$ cat src/locd_pkg.sv
`timescale 1ns / 1ps
// ----------------------------------------------------------------------------
// Lock-order detector package
// Table sizes, index types and status codes shared by the detector.
// ----------------------------------------------------------------------------
package locd_pkg;

  localparam int unsigned NumMutexes = 16;
  localparam int unsigned NumThreads = 16;
  localparam int unsigned HeldDepth  = 8;

  localparam int unsigned MutexIdxW  = $clog2(NumMutexes);
  localparam int unsigned ThreadIdxW = $clog2(NumThreads);
  localparam int unsigned HeldIdxW   = $clog2(HeldDepth);
  localparam int unsigned HeldCntW   = $clog2(HeldDepth + 1);
  localparam int unsigned StepCntW   = $clog2(NumMutexes + 2);
  localparam int unsigned HeldMemW   = ThreadIdxW + HeldIdxW;

  typedef logic [MutexIdxW-1:0]  mutex_idx_t;
  typedef logic [ThreadIdxW-1:0] thread_idx_t;
  typedef logic [HeldIdxW-1:0]   held_idx_t;
  typedef logic [HeldCntW-1:0]   held_cnt_t;

  typedef enum logic [1:0] {
    StOk        = 2'd0,
    StTableFull = 2'd1,
    StHeldFull  = 2'd2,
    StUnknown   = 2'd3
  } status_e;

endpackage

$ cat src/lock_order_cycle_detector_core.sv
`timescale 1ns / 1ps
// ----------------------------------------------------------------------------
// Lock-order cycle detector
// Keeps mutex and thread tables and per-thread held lists, and walks the
// next-lock pointers after each lock to find a cycle.
// ----------------------------------------------------------------------------
// A lock result waits on a scan of both tables through the single key comparator,
// the held-list read and write of the previous entry, and the pointer walk; an
// unlock result waits on the table scan and the held-list search and shift.
// Throughput: one transaction at a time; busy is high until the result strobe.
// Reset clears flags, counts and valid bits at once; the receiver cannot stall.
module lock_order_cycle_detector_core
  import locd_pkg::*;
(
  input  logic        clk_i,
  input  logic        rst_ni,
  input  logic        start,
  output logic        busy,
  input  logic        command_i,
  input  logic [63:0] thread_id_i,
  input  logic [63:0] mutex_id_i,
  input  logic [63:0] code_address_i,
  output logic        done_o,
  output logic        cycle_found_o,
  output logic [63:0] report_address_o,
  output logic [1:0]  status_o
);

  typedef enum logic [10:0] {
    SIdle   = 11'b00000000001,
    SFindM  = 11'b00000000010,
    SFindT  = 11'b00000000100,
    SDecide = 11'b00000001000,
    SPrevRd = 11'b00000010000,
    SPrevWr = 11'b00000100000,
    SWalk   = 11'b00001000000,
    SUlRd   = 11'b00010000000,
    SUlCmp  = 11'b00100000000,
    SUlMove = 11'b01000000000,
    SDone   = 11'b10000000000
  } state_e;

  state_e state_q, state_d;

  logic [63:0] mutex_key_q [NumMutexes];
  logic [NumMutexes-1:0] mutex_used_q;
  logic [NumMutexes-1:0] next_vld_q;
  mutex_idx_t next_idx_q [NumMutexes];
  logic [63:0] thread_key_q [NumThreads];
  logic [NumThreads-1:0] thread_used_q;
  held_cnt_t held_count_q [NumThreads];
  logic [NumMutexes-1:0] visited_q;
  mutex_idx_t held_mem [NumThreads*HeldDepth];

  logic        cmd_q;
  logic [63:0] tid_q, mid_q, addr_q;
  logic [StepCntW-1:0] scan_q;
  logic        m_hit_q, t_hit_q, m_free_ok_q, t_free_ok_q;
  mutex_idx_t  m_slot_q, m_free_q, start_q, cur_q;
  thread_idx_t t_slot_q, t_free_q;
  logic [StepCntW-1:0] steps_q;
  held_cnt_t   hi_q;
  held_cnt_t   cnt_q;
  mutex_idx_t  rd_q;
  logic        found_q;
  logic [1:0]  st_q;
  logic        done_q;

  logic mem_we;
  logic [HeldMemW-1:0] mem_wa, mem_ra;
  mutex_idx_t mem_wd;

  logic [63:0] cmp_a, cmp_b;
  logic        cmp_eq;
  assign cmp_eq = (cmp_a == cmp_b);

  always_comb begin
    cmp_a = mid_q;
    cmp_b = mutex_key_q[scan_q[MutexIdxW-1:0]];
    if (state_q == SFindT) begin
      cmp_a = tid_q;
      cmp_b = thread_key_q[scan_q[ThreadIdxW-1:0]];
    end
  end

  always_ff @(posedge clk_i) begin
    if (mem_we) begin
      held_mem[mem_wa] <= mem_wd;
    end
    rd_q <= held_mem[mem_ra];
  end

  assign busy = (state_q != SIdle);

  always_comb begin
    state_d = state_q;
    mem_we  = 1'b0;
    mem_wa  = {t_slot_q, cnt_q[HeldIdxW-1:0]};
    mem_wd  = m_slot_q;
    mem_ra  = {t_slot_q, hi_q[HeldIdxW-1:0]};
    case (state_q)
      SIdle:   if (start) state_d = SFindM;
      SFindM:  if (scan_q == StepCntW'(NumMutexes - 1)) state_d = SFindT;
      SFindT:  if (scan_q == StepCntW'(NumThreads - 1)) state_d = SDecide;
      SDecide: begin
        if (cmd_q) begin
          if (!(m_hit_q || m_free_ok_q) || !(t_hit_q || t_free_ok_q)) state_d = SDone;
          else if (t_hit_q && held_count_q[t_slot_q] >= held_cnt_t'(HeldDepth))
            state_d = SDone;
          else state_d = SPrevRd;
        end else if (!m_hit_q || !t_hit_q) begin
          state_d = SDone;
        end else begin
          state_d = SUlRd;
        end
      end
      SPrevRd: begin
        mem_we = 1'b1;
        mem_ra = {t_slot_q, held_idx_t'(cnt_q - 1'b1)};
        state_d = SPrevWr;
      end
      SPrevWr: state_d = SWalk;
      SWalk: begin
        if (found_q || (start_q == mutex_idx_t'(NumMutexes - 1)
            && (!mutex_used_q[start_q] || visited_q[cur_q] || !next_vld_q[cur_q]
                || steps_q == StepCntW'(NumMutexes)))) begin
          state_d = SDone;
        end
      end
      SUlRd:  state_d = SUlCmp;
      SUlCmp: begin
        if (held_cnt_t'(hi_q) >= cnt_q) state_d = SDone;
        else if (rd_q == m_slot_q) state_d = SUlMove;
        else state_d = SUlRd;
      end
      SUlMove: begin
        mem_ra = {t_slot_q, held_idx_t'(scan_q)};
        mem_we = (scan_q > StepCntW'(hi_q) + StepCntW'(1));
        mem_wa = {t_slot_q, held_idx_t'(scan_q - StepCntW'(2))};
        mem_wd = rd_q;
        if (held_cnt_t'(scan_q) >= cnt_q) state_d = SUlRd;
      end
      SDone:   state_d = SIdle;
      default: state_d = SIdle;
    endcase
  end

  always_ff @(posedge clk_i or negedge rst_ni) begin
    if (!rst_ni) begin
      state_q       <= SIdle;
      mutex_used_q  <= '0;
      next_vld_q    <= '0;
      thread_used_q <= '0;
      visited_q     <= '0;
      done_q        <= 1'b0;
      for (int i = 0; i < NumThreads; i++) held_count_q[i] <= '0;
    end else begin
      state_q <= state_d;
      done_q  <= (state_q == SDone);
      case (state_q)
        SIdle: begin
          scan_q <= '0;
          m_hit_q <= 1'b0; t_hit_q <= 1'b0;
          m_free_ok_q <= 1'b0; t_free_ok_q <= 1'b0;
          found_q <= 1'b0; st_q <= StOk;
          cmd_q <= command_i; tid_q <= thread_id_i;
          mid_q <= mutex_id_i; addr_q <= code_address_i;
        end
        SFindM: begin
          if (mutex_used_q[scan_q[MutexIdxW-1:0]] && cmp_eq && !m_hit_q) begin
            m_hit_q <= 1'b1; m_slot_q <= scan_q[MutexIdxW-1:0];
          end
          if (!mutex_used_q[scan_q[MutexIdxW-1:0]] && !m_free_ok_q) begin
            m_free_ok_q <= 1'b1; m_free_q <= scan_q[MutexIdxW-1:0];
          end
          scan_q <= (state_d == SFindT) ? '0 : scan_q + 1'b1;
        end
        SFindT: begin
          if (thread_used_q[scan_q[ThreadIdxW-1:0]] && cmp_eq && !t_hit_q) begin
            t_hit_q <= 1'b1; t_slot_q <= scan_q[ThreadIdxW-1:0];
          end
          if (!thread_used_q[scan_q[ThreadIdxW-1:0]] && !t_free_ok_q) begin
            t_free_ok_q <= 1'b1; t_free_q <= scan_q[ThreadIdxW-1:0];
          end
          scan_q <= scan_q + 1'b1;
        end
        SDecide: begin
          hi_q <= '0;
          cnt_q <= t_hit_q ? held_count_q[t_slot_q] : '0;
          if (!m_hit_q) m_slot_q <= m_free_q;
          if (!t_hit_q) t_slot_q <= t_free_q;
          if (cmd_q) begin
            if (!(m_hit_q || m_free_ok_q) || !(t_hit_q || t_free_ok_q)) st_q <= StTableFull;
            else if (t_hit_q && held_count_q[t_slot_q] >= held_cnt_t'(HeldDepth))
              st_q <= StHeldFull;
          end else if (!m_hit_q || !t_hit_q) begin
            st_q <= StUnknown;
          end
        end
        SPrevRd: begin
          if (!m_hit_q) begin
            mutex_used_q[m_slot_q] <= 1'b1;
            mutex_key_q[m_slot_q]  <= mid_q;
            next_vld_q[m_slot_q]   <= 1'b0;
          end
          if (!t_hit_q) begin
            thread_used_q[t_slot_q] <= 1'b1;
            thread_key_q[t_slot_q]  <= tid_q;
          end
          held_count_q[t_slot_q] <= cnt_q + 1'b1;
        end
        SPrevWr: begin
          if (cnt_q != '0) begin
            next_vld_q[rd_q] <= 1'b1;
            next_idx_q[rd_q] <= m_slot_q;
          end
          start_q <= '0; cur_q <= '0; steps_q <= '0; visited_q <= '0;
        end
        SWalk: begin
          if (!mutex_used_q[start_q] || visited_q[cur_q] || !next_vld_q[cur_q]
              || steps_q == StepCntW'(NumMutexes)) begin
            if (mutex_used_q[start_q] && visited_q[cur_q]) found_q <= 1'b1;
            visited_q <= '0;
            start_q <= start_q + 1'b1;
            cur_q   <= start_q + 1'b1;
            steps_q <= '0;
          end else begin
            visited_q[cur_q] <= 1'b1;
            cur_q   <= next_idx_q[cur_q];
            steps_q <= steps_q + 1'b1;
          end
        end
        SUlCmp: begin
          if (held_cnt_t'(hi_q) < cnt_q && rd_q == m_slot_q) begin
            scan_q <= StepCntW'(hi_q) + 1'b1;
          end else begin
            hi_q <= hi_q + 1'b1;
          end
          if (held_cnt_t'(hi_q) >= cnt_q) held_count_q[t_slot_q] <= cnt_q;
        end
        SUlMove: begin
          if (held_cnt_t'(scan_q) >= cnt_q) begin
            cnt_q <= cnt_q - 1'b1;
            hi_q  <= hi_q + 1'b1;
          end else begin
            scan_q <= scan_q + 1'b1;
          end
        end
        default: ;
      endcase
    end
  end

  // Shifted entry is registered and arrives in the cycle after its read; the move loop writes
  // the previous read into the slot below.
  assign done_o           = done_q;
  assign cycle_found_o    = done_q & found_q;
  assign report_address_o = (done_q && found_q) ? addr_q : 64'd0;
  assign status_o         = done_q ? st_q : StOk;

`ifndef ASSERT_OFF
  a_done_one: assert property (@(posedge clk_i) disable iff (!rst_ni)
    done_o |=> !done_o) else $error("result strobe held");
  a_cycle_ok: assert property (@(posedge clk_i) disable iff (!rst_ni)
    cycle_found_o |-> status_o == StOk) else $error("cycle with error status");
  a_unlock: assert property (@(posedge clk_i) disable iff (!rst_ni)
    (done_o && !cmd_q) |-> !cycle_found_o) else $error("unlock reported cycle");
`endif

endmodule
$ cat config.mk
export PLATFORM = sky130hd
export DESIGN_NAME = lock_order_cycle_detector_core
export DESIGN_NICKNAME = d
export VERILOG_FILES = /design/src/locd_pkg.sv /design/src/lock_order_cycle_detector_core.sv
export SDC_FILE = /design/constraint.sdc
export NUM_CORES = 2
export LEC_CHECK = 0
export ABC_AREA = 1
export BUFFER_PORTS_ARGS = -buffer_cell sky130_fd_sc_hd__clkbuf_2
export CAP_MARGIN = 5
export CORE_MARGIN = 5
export CORE_UTILIZATION = 45
export CTS_CLUSTER_DIAMETER = 40
export DETAILED_ROUTE_END_ITERATION = 6
export PLACE_DENSITY = 0.71
export SETUP_SLACK_MARGIN = 0.5
export SLEW_MARGIN = 40
export SYNTH_ARGS = -nofsm -noshare
export SYNTH_HDL_FRONTEND = slang
export SYNTH_SLANG_ARGS = --single-unit
$ cat constraint.sdc
create_clock -name clk_i -period 9.27 [get_ports clk_i]
set_clock_uncertainty 0.1 [all_clocks]
set_input_delay 1.854 -clock clk_i [delete_from_list [all_inputs] [get_ports clk_i]]
set_output_delay 1.854 -clock clk_i [all_outputs]
set_load 0.01 [all_outputs]
Word-level counts from Yosys, hierarchy flattened
Memory sizes are Yosys's and may differ from the RTL's. A register that Yosys moved wholly into a read port is not among the register bits.
Cells that the tools add are included.
Storage, ports and cells
  memories: 4
  output and inout bits: 69
  RAM bits: 2624
  flip-flop bits (word level): 382
  word-level logic and storage cells: 290
  bits in read-only memories: 0
  bits of input ports: 196
  latch bits: 0
Cells by class
  reductions and logical operators: 70
  $lt $le $gt $ge: 17
  shifts and indexed selects: 0
  mux-type cells: 104
  bitwise logic cells: 10
  $mul: 0
  eq/ne operators: 35
  divide/modulo/power cells: 0
  add/sub/neg operators: 8
Memories
  mutex_key_q: words 16, width 64, rd ports 1, clocked after memory_dff 1, wr ports 1, RTL line lock_order_cycle_detector_core.sv:45  | logic [63:0] mutex_key_q [NumMutexes];
  thread_key_q: words 16, width 64, rd ports 1, clocked after memory_dff 1, wr ports 1, RTL line lock_order_cycle_detector_core.sv:49  | logic [63:0] thread_key_q [NumThreads];
  held_mem: words 128, width 4, rd ports 1, clocked after memory_dff 1, wr ports 1, RTL line lock_order_cycle_detector_core.sv:53  | mutex_idx_t held_mem [NumThreads*HeldDepth];
  next_idx_q: words 16, width 4, rd ports 1, clocked after memory_dff 1, wr ports 1, RTL line lock_order_cycle_detector_core.sv:48  | mutex_idx_t next_idx_q [NumMutexes];
Operators by type and width (count)
  64-bit 2-to-1 mux: 4
  64-bit bitwise mux: 2
  64-bit one-hot mux with 2 select lines: 1
  11-bit 2-to-1 mux: 10
  11-bit one-hot mux with 10 select lines: 1
  4-bit 2-to-1 mux: 17
  64-bit == test: 1
  16-bit OR: 4
  16-bit one-hot mux with 2 select lines: 2
  16-bit 2-to-1 mux: 3
  4-bit one-hot mux with 2 select lines: 5
  4-bit by 5-bit < comparator with 1-bit output (second input constant): 6
  3-bit AND reduction: 9
  1-bit 2-to-1 mux: 26
  2-bit inequality test (second input constant): 13
  5-bit one-hot mux with 5 select lines: 1
  4-bit AND reduction: 6
  11-bit by 3-bit == test with 1-bit output (second input constant): 2
  1-bit binary-select mux with 4-bit select: 5
  5-bit 2-to-1 mux: 4
  2-bit nonzero test: 10
  1-bit logical AND: 19
  16-bit bitwise AND: 1
  4-bit binary-select mux with 4-bit select: 1
  50 further kinds: 91

Depth between registers and ports, before layout
  word-level depth: 14
  depth in mapped cells: 21
  depth with buffers taken out: 18

Worst setup path before layout
OpenSTA, ideal clock, no wires.
  kind: input port to flip-flop
  start point: input port rst_ni
  end point: register addr_q[0] (enable)
  setup time: 0.750 ns
  slack: -1.734 ns
  cell stages on the path: 3
  required time: 8.420 ns
  arrival: 10.154 ns
  buffers on the path: 1
  cells stage by stage: inv_1 -> clkbuf_1 -> nor2_1
Between the ends
  longest elaborated chain between the ends: 1
RTL lines
  from (decl): RTL line lock_order_cycle_detector_core.sv:16  | input logic rst_ni,
  2-bit AND reduction (no line)
  to (signal assigned): RTL line lock_order_cycle_detector_core.sv:167  | mid_q <= mutex_id_i; addr_q <= code_address_i;
  to (decl): RTL line lock_order_cycle_detector_core.sv:56  | logic [63:0] tid_q, mid_q, addr_q;
No other way between the ends.
A chain may end at the register's enable or synchronous reset.

Final worst setup path
  start point: register state_q[1]
  end point: register m_slot_q[3] (enable)
Between the ends
  longest elaborated chain between the ends: 7
  elaborated cells between the ends (all ways): 12
  classes of those cells: eq/ne (6); mux (2); reduce/logical (4)
RTL lines
  from (decl): RTL line lock_order_cycle_detector_core.sv:43  | state_e state_q, state_d;
  from (signal assigned): RTL line lock_order_cycle_detector_core.sv:150  | state_q <= SIdle;
  from (signal assigned): RTL line lock_order_cycle_detector_core.sv:158  | state_q <= state_d;
  11-bit by 3-bit == test with 1-bit output: RTL line lock_order_cycle_detector_core.sv:80  | if (state_q == SFindT) begin
  64-bit 2-to-1 mux: RTL line lock_order_cycle_detector_core.sv:80
  64-bit == test: RTL line lock_order_cycle_detector_core.sv:75  | assign cmp_eq = (cmp_a == cmp_b);
  1-bit logical AND (2 in series): RTL line lock_order_cycle_detector_core.sv:170  | if (mutex_used_q[scan_q[MutexIdxW-1:0]] && cmp_eq && !m_hit_q) begin
  2-bit inequality test (no line)
  4-bit AND reduction (no line) *
  to (signal assigned): RTL line lock_order_cycle_detector_core.sv:190  | if (!m_hit_q) m_slot_q <= m_free_q;
  to (decl): RTL line lock_order_cycle_detector_core.sv:59  | mutex_idx_t m_slot_q, m_free_q, start_q, cur_q;
Every way passes the cells marked *; elsewhere a longest branch is shown, timed or not.

==> flow_summary_export.csv <==
group,metric,value,unit
status,status,"finished, violations left",
status,violations,"design-rule violations",
drt,drtPass1Iterations,7,
global_route,antenna_found_initial,11,
synthesis,synth_edf_count,2866,
sta,max_freq,160,MHz
worst_hold_path,min_from,"thread_used_q[4]$_DFFE_PN0P_",
drt,drt-total-wl,352000,µm
floorplan,die_w,536,µm
global_route,grt_max_degree,186,
cts,clockBufferDepth,4,
cts,clk_latency,0.96,ns
setup_path,path_max_fanout,53,
floorplan,initial_core_util,45.1,%
floorplan,placementRows,193,
cts,numClockSinks,3018,
setup_path,crit_type,"reg2reg",
synthesis,synth_common_cells,"nand2_1, edfxtp_1, nand3_1, nor2_1, inv_1",
placed_design,pre_cts_slack,3.21,ns
synthesis,ys_warn_count,0,
synthesis,netlist_area,124000,µm²
sta,maxSlewHeadroom,37.9,%
drt,viasPerCell,5.71,
setup_path,cpMaxStageDelayCell,"buf_4",
drt,drc,5,
synthesis,yosys.area.top_type,"edfxtp_1",
cts,cts_tree,"done",
final_layout,drive_gt1_share,10.3,%
setup_path,critical_path_required,9.78,ns
sta,fin_crit_sh,67.4,%
sta,finalCriticalPeriod,6.25,ns
floorplan,design.portCount,265,
setup_path,r2r_start,"state_q[1]$_DFF_PN0_",
worst_hold_path,holdPathStages,2,
synthesis,syn_avg_cell_area,11.5,µm²
global_route,grt_pass1_vias,83484,
final_layout,syn2layout_area_growth,15.1,%
floorplan,dieArea,287000,µm²
sta,worst_slew_pin_slew,0.932,ns
job,maxCapViolCount,0,
floorplan,die_y,536,µm
placed_design,gp_congestion,0.907,
placed_design,dpl.hpwl,193000,µm
cts,cts_resized,0,
pwr,p_per_area,285,nW/µm²
synthesis,synth.most_common_cell,"nand2_1",
setup_path,r2r-end,"m_slot_q[3]$_DFFE_PP_",
worst_hold_path,holdPathEnd,"thread_used_q[4]$_DFFE_PN0P_",
worst_hold_path,hp-class,"reg2reg",
global_route,grt_pass1_wl,521000,µm
setup_path,cp_cell_sequence,"inv_1, nand2_1, nor3_1, nand2_8, inv_4, buf_4, nand2_1, nand2_1, nand3b_1, nand2_1, nor2_1, nand2_1, nor2_1, nand2_1, nor2_1, nand3_1, a21oi_1",
global_route,grt_overflow,0,
sta,finalMaxSlewViolations,0,
sta,setup_violations,0,
cts,cts_made_buffers,391,
setup_path,cpMostUsedCell,"nand2_1",
synthesis,synthesis.nets,11051,
drt,vias,86047,
cts,cts_root_buf,"clkbuf_16",
synthesis,synthCells,10833,
synthesis,yosysTopAreaCellShare,69.2,%
global_route,track_usage,23.8,%
cts,post_cts_buffers,0,
setup_path,rr_worst_depth,17,
synthesis,synthFlopType,"edfxtp_1",
setup_path,slowest_delay,0.74,ns
sta,timing.setup.tns,0,ns
synthesis,synth_seq_area_share,72.2,%
setup_path,endpoint_kind,"flop",
setup_path,start_kind,"flop",
drt,wl_per_cell,23.3,µm
drt,final_antenna_net_count,0,
floorplan,core,276000,µm²
drt,drt_iter0_drc,11515,
pwr,p_leak,0.0534,µW
sta,hold_violations,0,
cts,cts-hold-fix-buffers,0,
sta,fin_ws,3.02,ns
synthesis,ys_seq_elements,3018,
cts,htree_levels,5,
sta,rsz0062_at_grt,"no",
setup_path,cp_data_arrival_time,6.76,ns
final_layout,layout.nets,11252,
placed_design,port_buffers,264,
synthesis,async_flop_share,4.64,%
pwr,ir_drop,0.230,mV
synthesis,netlist_top_cells_area,"edfxtp_1, nand2_1, nand3_1, dfrtp_1, buf_2",
synthesis,synth.distinct_cells,50,
setup_path,r2r_setup_slack,3.02,ns
cts,cts.clk_slew.worst_paths,0.05,ns
[worst max path at each step]
stage                                 end                 start  cells after the start  slack [ns]
CTS                 m_slot_q[3]$_DFFE_PP_  state_q[1]$_DFF_PN0_                     17        3.08
finish              m_slot_q[3]$_DFFE_PP_  state_q[1]$_DFF_PN0_                     17        3.02
global route        m_slot_q[3]$_DFFE_PP_  state_q[1]$_DFF_PN0_                     17        2.90
detailed placement  m_slot_q[2]$_DFFE_PP_  state_q[1]$_DFF_PN0_                     17        3.21
floorplan             addr_q[0]$_DFFE_PP_                rst_ni                      3        1.55
global placement    m_slot_q[0]$_DFFE_PP_  state_q[1]$_DFF_PN0_                     17        3.35
[power by group]
part           total, µW  internal [µW]  switching (µW)
registers          16500          15700             744
clock network      15500           9500            6030
logic               8880           2400            6480
[logic make-up after synthesis]
| group | count (synthesis) | share of synthesized area [%] |
|---|---|---|
| mux | 1 | 0.00905 |
| fa+ha+maj | 22 | 0.221 |
| simple gates | 6066 | 20.6 |
| flops | 3018 | 72.2 |
| compound gates | 568 | 2.91 |
| xor+xnor | 18 | 0.127 |
| buf+inv | 1140 | 3.98 |
[worst max-delay path, delay by kind of cell, from the launching register on]
kind / cells / cell delay (ns)
flops: 1 / 0.39
simple gates: 13 / 3.34
compound gates: 1 / 0.39
buf+inv: 3 / 1.51
[state kept, by name (all words and copies together) (netlist names), 5 cells and up, named ones only]
signal,flops
mutex_key_q,1024
thread_key_q,1024
held_mem,512
addr_q,64
held_count_q,64
mid_q,64
next_idx_q,64
tid_q,64
mutex_used_q,16
next_vld_q,16
thread_used_q,16
visited_q,16
state_q,11
scan_q,5
steps_q,5
[cell usage in the layout (no fill, tap or decap), drive strengths merged, types with 47 or more instances in the layout]
cell type  instances
clkinv           150
bufinv            57
o211ai           188
o21ai            139
nand3           2088
clkinvlp          47
a21oi            119
clkbuf           696
inv              553
buf              171
nor2             524
nand2           3368
dfrtp            139
edfxtp          2866
[metrics by stage]
stage / hold WS (ns) / instances / utilization [%] / total power [µW] / area (µm²)
floorplan: 0.324 / 10833 / - / 22400 / 124000
global placement: 0.341 / 14330 / 46.8 / 25200 / 129000
detailed placement: 0.349 / 14341 / 46.9 / 25400 / 129000
CTS: 0.363 / 15067 / 51.8 / 40800 / 143000
global route: 0.375 / 15073 / 51.9 / 42500 / 143000
finish: 0.361 / 15074 / 51.9 / 40900 / 143000
[routing by layer]
layer  GRT usage [%]  share of wire [%]  wire [µm]  up-vias
li1                -                  -          -    38295
met1            31.1                 37     131000    41513
met2            38.3                 47     165000     5238
met3            4.74                 11      38300      995
met4            11.2                5.0      17700        6
met5               0              0.013         44        -
[layout make-up]
cell class	instances	area (µm²)
inverter	514	1960
fill	22670	133000
timing repair buffer	434	3090
clock buffer	433	10000
multi-input combinational	6675	30100
sequential	3018	89800
antenna	2	5.00
clock inverter	293	3570
tap	3705	4640
Power figures use the tool's default switching activity.
